[config.mk]
export PLATFORM = sky130hd
export DESIGN_NAME = bcrm_queue
export DESIGN_NICKNAME = d
export VERILOG_FILES = /design/src/byte_code_register_machine_unit_defines.svh /design/src/bcrm_pkg.sv /design/src/bcrm_queue.sv
export SDC_FILE = /design/constraint.sdc
export NUM_CORES = 1
export LEC_CHECK = 0
export ABC_AREA = 1
export CAP_MARGIN = 25
export CORE_MARGIN = 3
export CORE_UTILIZATION = 50
export CTS_CLUSTER_SIZE = 24
export DETAILED_ROUTE_END_ITERATION = 16
export DONT_BUFFER_PORTS = 1
export GPL_ROUTABILITY_DRIVEN = 0
export GPL_TIMING_DRIVEN = 0
export PLACE_DENSITY = 0.71
export SYNTH_ARGS = -nofsm -noshare
export SYNTH_HDL_FRONTEND = slang
export SYNTH_SLANG_ARGS = --single-unit
[constraint.sdc]
create_clock -name clk -period 5.1 [get_ports clk]
set_input_delay 1.02 -clock clk [delete_from_list [all_inputs] [get_ports clk]]
set_output_delay 1.02 -clock clk [all_outputs]
set_load 0.02 [all_outputs]
[src/byte_code_register_machine_unit_defines.svh]
// Assertion macros used by the register machine top level.
`ifndef BYTE_CODE_REGISTER_MACHINE_UNIT_DEFINES_SVH
`define BYTE_CODE_REGISTER_MACHINE_UNIT_DEFINES_SVH
// Checks that a condition implies a consequence at the same edge.
`define BCRM_ASSERT_IMPL(label, ante, cons) \
    label: assert property (@(posedge clk) disable iff (!rst_n) (ante) |-> (cons)) \
        else $error("assertion failed");
// Checks that a condition implies a consequence at the next edge.
`define BCRM_ASSERT_NEXT(label, ante, cons) \
    label: assert property (@(posedge clk) disable iff (!rst_n) (ante) |=> (cons)) \
        else $error("assertion failed");
`endif

[src/bcrm_pkg.sv]
// Types and constants of the byte-code register machine.
package bcrm_pkg;
    localparam logic [2:0] OP_LOAD_PROG = 3'd0;
    localparam logic [2:0] OP_WRITE_DATA = 3'd1;
    localparam logic [2:0] OP_READ_DATA = 3'd2;
    localparam logic [2:0] OP_START = 3'd3;
    localparam logic [2:0] OP_STEP = 3'd4;

    localparam logic [7:0] OPC_HLT = 8'd0;
    localparam logic [7:0] OPC_MOVLR = 8'd1;
    localparam logic [7:0] OPC_MOVRR = 8'd2;
    localparam logic [7:0] OPC_MOVMR = 8'd3;
    localparam logic [7:0] OPC_MOVRM = 8'd4;
    localparam logic [7:0] OPC_ADD = 8'd5;
    localparam logic [7:0] OPC_SUB = 8'd6;
    localparam logic [7:0] OPC_MULT = 8'd7;
    localparam logic [7:0] OPC_DIV = 8'd8;
    localparam logic [7:0] OPC_CMP = 8'd9;
    localparam logic [7:0] OPC_JMP = 8'd10;
    localparam logic [7:0] OPC_JEQ = 8'd11;
    localparam logic [7:0] OPC_JNE = 8'd12;
    localparam logic [7:0] OPC_JLT = 8'd13;
    localparam logic [7:0] OPC_JLE = 8'd14;
    localparam logic [7:0] OPC_JGT = 8'd15;
    localparam logic [7:0] OPC_JGE = 8'd16;

    localparam int NUM_REGS = 7;
    localparam logic [2:0] RIDX_IP = 3'd0;
    localparam logic [2:0] RIDX_RE = 3'd1;
    localparam logic [2:0] RIDX_CR = 3'd2;

    typedef struct packed {
        logic [2:0] op;
        logic [15:0] addr;
        logic [7:0] data;
    } bcrm_in_t;

    typedef struct packed {
        logic step_status;
        logic divide_by_zero;
        logic [7:0] read_byte;
        logic [15:0] ip_value;
        logic [15:0] rem_value;
        logic [15:0] cmp_value;
        logic [15:0] r1_value;
        logic [15:0] r2_value;
        logic [15:0] r3_value;
        logic [15:0] r4_value;
    } bcrm_out_t;
endpackage

[src/bcrm_queue.sv]
// Two-entry queue of items between the front and back parts.
module bcrm_queue
    import bcrm_pkg::*;
(
    input logic clk,
    input logic rst_n,
    input logic push,
    input bcrm_in_t push_item,
    output logic full,
    input logic pop,
    output logic not_empty,
    output bcrm_in_t pop_item
);
    bcrm_in_t entry_reg [2];
    logic wr_ptr_reg;
    logic rd_ptr_reg;
    logic [1:0] count_reg;

    assign full = (count_reg == 2'd2);
    assign not_empty = (count_reg != 2'd0);
    assign pop_item = entry_reg[rd_ptr_reg];

    always_ff @(posedge clk)
    begin
        if (push)
        begin
            entry_reg[wr_ptr_reg] <= push_item;
        end
    end

    always_ff @(posedge clk or negedge rst_n)
    begin
        if (!rst_n)
        begin
            wr_ptr_reg <= 1'b0;
            rd_ptr_reg <= 1'b0;
            count_reg <= 2'd0;
        end
        else
        begin
            if (push)
            begin
                wr_ptr_reg <= ~wr_ptr_reg;
            end
            if (pop)
            begin
                rd_ptr_reg <= ~rd_ptr_reg;
            end
            if (push && !pop)
            begin
                count_reg <= count_reg + 2'd1;
            end
            else if (pop && !push)
            begin
                count_reg <= count_reg - 2'd1;
            end
        end
    end
endmodule

==> impl_metrics.py <==
metrics = {
    "status": {
        "status": "complete, no violations",
    },
    "route": {
        "drcViolationCount": 0,
        "viasPerCell": 5.39,
        "first_iter_violations": 41,
        "via_count": 954,
        "drt_wl_total_um": 3630,
        "wl_per_cell_um": 20.5,
        "antenna_left": 0,
        "firstDrtPassIters": 4,
    },
    "synthesis": {
        "syn-instance-count": 109,
        "ys_ff_latch": 58,
        "syn-num-nets": 141,
        "synth_fa_ha_area_share_pct": 0.555,
        "netlist_area_mm2": 0.00225,
        "async_flop_share_pct": 6.90,
        "synth_compound_area_share_pct": 0,
        "ys_seq_area_share_pct": 76.4,
        "synthTopCellsByArea": "edfxtp_1 (72%), mux2_4 (13%), dfrtp_1 (4.4%)",
        "yosys-mux-area-fraction_pct": 16.6,
        "ys_top_cells_by_count": "edfxtp_1 (54), mux2_4 (19), mux2_2 (8)",
        "synth_ff_type": "edfxtp_1",
        "synthXorXnorAreaFrac_pct": 1.17,
        "yosysTopAreaCell": "edfxtp_1",
        "yosys.area_share.simple_pct": 1.83,
        "synth_top_family_by_area": "multiplexers",
        "synth_edf_count": 54,
        "synth.yosys.warnings": 0,
        "synth_most_common_cell": "edfxtp_1",
        "synth_top_area_share_pct": 71.9,
        "syn_area_per_cell_um2": 20.7,
        "yosys.cell_types.count": 14,
    },
    "floorplanning": {
        "fp.dieH_um": 73.2,
        "die_x_um": 73.2,
        "die_area_mm2": 0.00535,
        "std_cell_rows": 23,
        "core_mm2": 0.00417,
        "num_io_pins": 60,
        "start_util_pct": 54.0,
    },
    "cells_and_area": {
        "largest_reg_flops": 54,
        "n_fill_cell": 301,
        "multi_input_area_um2": 458,
        "ff_latch_area_mm2": 0.00172,
        "drive_gt1_share_pct": 37.0,
        "final_cell_count_no_fill": 177,
        "syn_to_final_growth_pct": 12.9,
        "insertedDiodeCount": 0,
        "fin_util_pct": 61.0,
        "nets": 154,
    },
    "timing": {
        "slew_viol_final": 0,
        "clock-skew-final_ns": 0.00426,
        "tightest_slew_ns": 0.714,
        "final_hold_viol_count": 0,
        "max-slew-margin-rel_pct": 52.3,
        "rsz0062_at_grt": "no",
        "setup_total_negative_slack_ns": 0,
        "fin_crit_sh_pct": 46.6,
        "max_freq_mhz": 421,
        "setup_ws_ns": 2.73,
        "final.min_clock_period_ns": 2.37,
        "final-setup-viol-count": 0,
    },
    "critical_path": {
        "crit_type": "reg2out",
        "path_max_fanout": 10,
        "r2r-start": "wr_ptr_reg$_DFFE_PN0P_",
        "required_ns": 4.08,
        "cp-startpoint": "rd_ptr_reg$_DFFE_PN0P_",
        "crit_arrival_ns": 1.35,
        "worst_r2r_path_depth": 2,
        "rrSetupSlack_ns": 3.53,
        "end_kind": "output pin",
        "r2r_end": "entry_reg[0][3]$_DFFE_PP_",
        "worst_setup_path_start_kind": "flip-flop",
        "cp-endpoint": "pop_item[17]",
    },
    "clock_tree": {
        "cts-buffers-inserted": 9,
        "cts_setup_buffers": 0,
        "cts-root-buf": "clkbuf_8",
        "holdBufCountCts": 0,
        "clkTransAtPathRegs_ns": 0.06,
        "clock_latency_ns": 0.33,
        "cts_tree": "yes",
        "clock_path_buffers": 2,
        "cts_resized": 0,
        "h-tree-depth": 3,
        "cts_sinks": 58,
    },
    "placement": {
        "dpl.hpwl_um": 2480,
        "place_inst": 160,
        "place_ws_ns": 2.82,
        "io_buffers": 0,
    },
    "power": {
        "peakVddDrop_mv": 0.373,
        "power_density_mw_per_mm2": 617,
        "netSwitchingFraction_pct": 32.0,
        "power_switching_mw": 0.502,
        "p_leak_nw": 0.957,
        "p_clk_share_pct": 24.9,
        "power_frac_seq_pct": 42.5,
        "combPwrFrac_pct": 32.6,
        "p_int_mw": 1.07,
    },
    "grt": {
        "grt_use_total_pct": 14.9,
        "grt_pass1_wl_um": 5420,
        "grt_pass1_vias": 1053,
        "grt_overflow_total": 0,
        "antenna_found_initial": 0,
        "grt_max_degree": 28,
    },
    "min_path": {
        "hp-class": "in2async",
    },
    "job": {
        "maxCapViolCount": 0,
    },
}
## through the flow
| stage | hold WS [ns] | power, mW | instance area (um^2) |
|---|---|---|---|
| 3_5_place_dp | 0.522 | 1.19 | 2330 |
| 2_1_floorplan | 0.442 | 1.11 | 2250 |
| 5_1_grt | 0.345 | 1.64 | 2550 |
| 3_3_place_gp | 0.456 | 1.16 | 2320 |
| 6_report | 0.381 | 1.57 | 2550 |
| 4_1_cts | 0.361 | 1.58 | 2520 |
## cells by family after synthesis
| family | count (synthesis) |
|---|---|
| xor gates and xnor gates | 3 |
| adders and majority gates | 1 |
| buffers and inverters | 10 |
| DFF | 58 |
| muxes | 27 |
| and+or+nand+nor | 10 |
## cells in the final DEF (no fill, tap or decap), drive strengths merged
cell type	count
clkinvlp	1
xnor2	1
edfxtp	54
buf	5
dfrtp	4
nor2	2
nand2	6
xor2	2
inv	7
clkinv	5
clkbuf	9
ha	1
bufinv	1
nand4	1
mux2	27
nand3	1
## layer usage
metal  vias up  global-route usage, %  share of wire (%)
met5         -                      0                  0
met4         0                   8.61                1.8
met3         7                   9.78                 11
met2        50                   24.0                 52
met1       463                   13.9                 35
li1        434                      -                  -
## final cells by class
cell class	count	area share, %
clock buffers	9	4.86
plain buffers	3	2.01
inverters	7	1.03
multi-input cells	41	18.0
repair buffers	2	1.67
well taps	50	2.46
clock inverters	7	2.36
flip-flops and latches	58	67.6
## worst min path at each step
stage | startpoint | to | slack (ns)
after global routing | rst_n | rd_ptr_reg$_DFFE_PN0P_ | 0.35
final | rst_n | rd_ptr_reg$_DFFE_PN0P_ | 0.38
after CTS | rst_n | rd_ptr_reg$_DFFE_PN0P_ | 0.36
after floorplan | count_reg[1]$_DFFE_PN0P_ | count_reg[1]$_DFFE_PN0P_ | 0.44
after global placement | count_reg[1]$_DFFE_PN0P_ | count_reg[1]$_DFFE_PN0P_ | 0.46
after detailed placement | count_reg[0]$_DFFE_PN0P_ | count_reg[0]$_DFFE_PN0P_ | 0.52
## power by group through the flow
stage / registers, mW / clock network [mW] / logic (mW)
global route: 0.677 / 0.422 / 0.543
detailed placement: 0.681 / 0 / 0.505
CTS: 0.671 / 0.402 / 0.506
global placement: 0.674 / 0 / 0.486
finish: 0.668 / 0.391 / 0.511
floorplan: 0.669 / 0 / 0.437
## worst max-delay path: stages, from the launching register on
cell,delay (ns)
dfrtp_1,0.37
buf_6,0.15
buf_12,0.15
mux2_4,0.34
(Power assumes the default switching activity.)
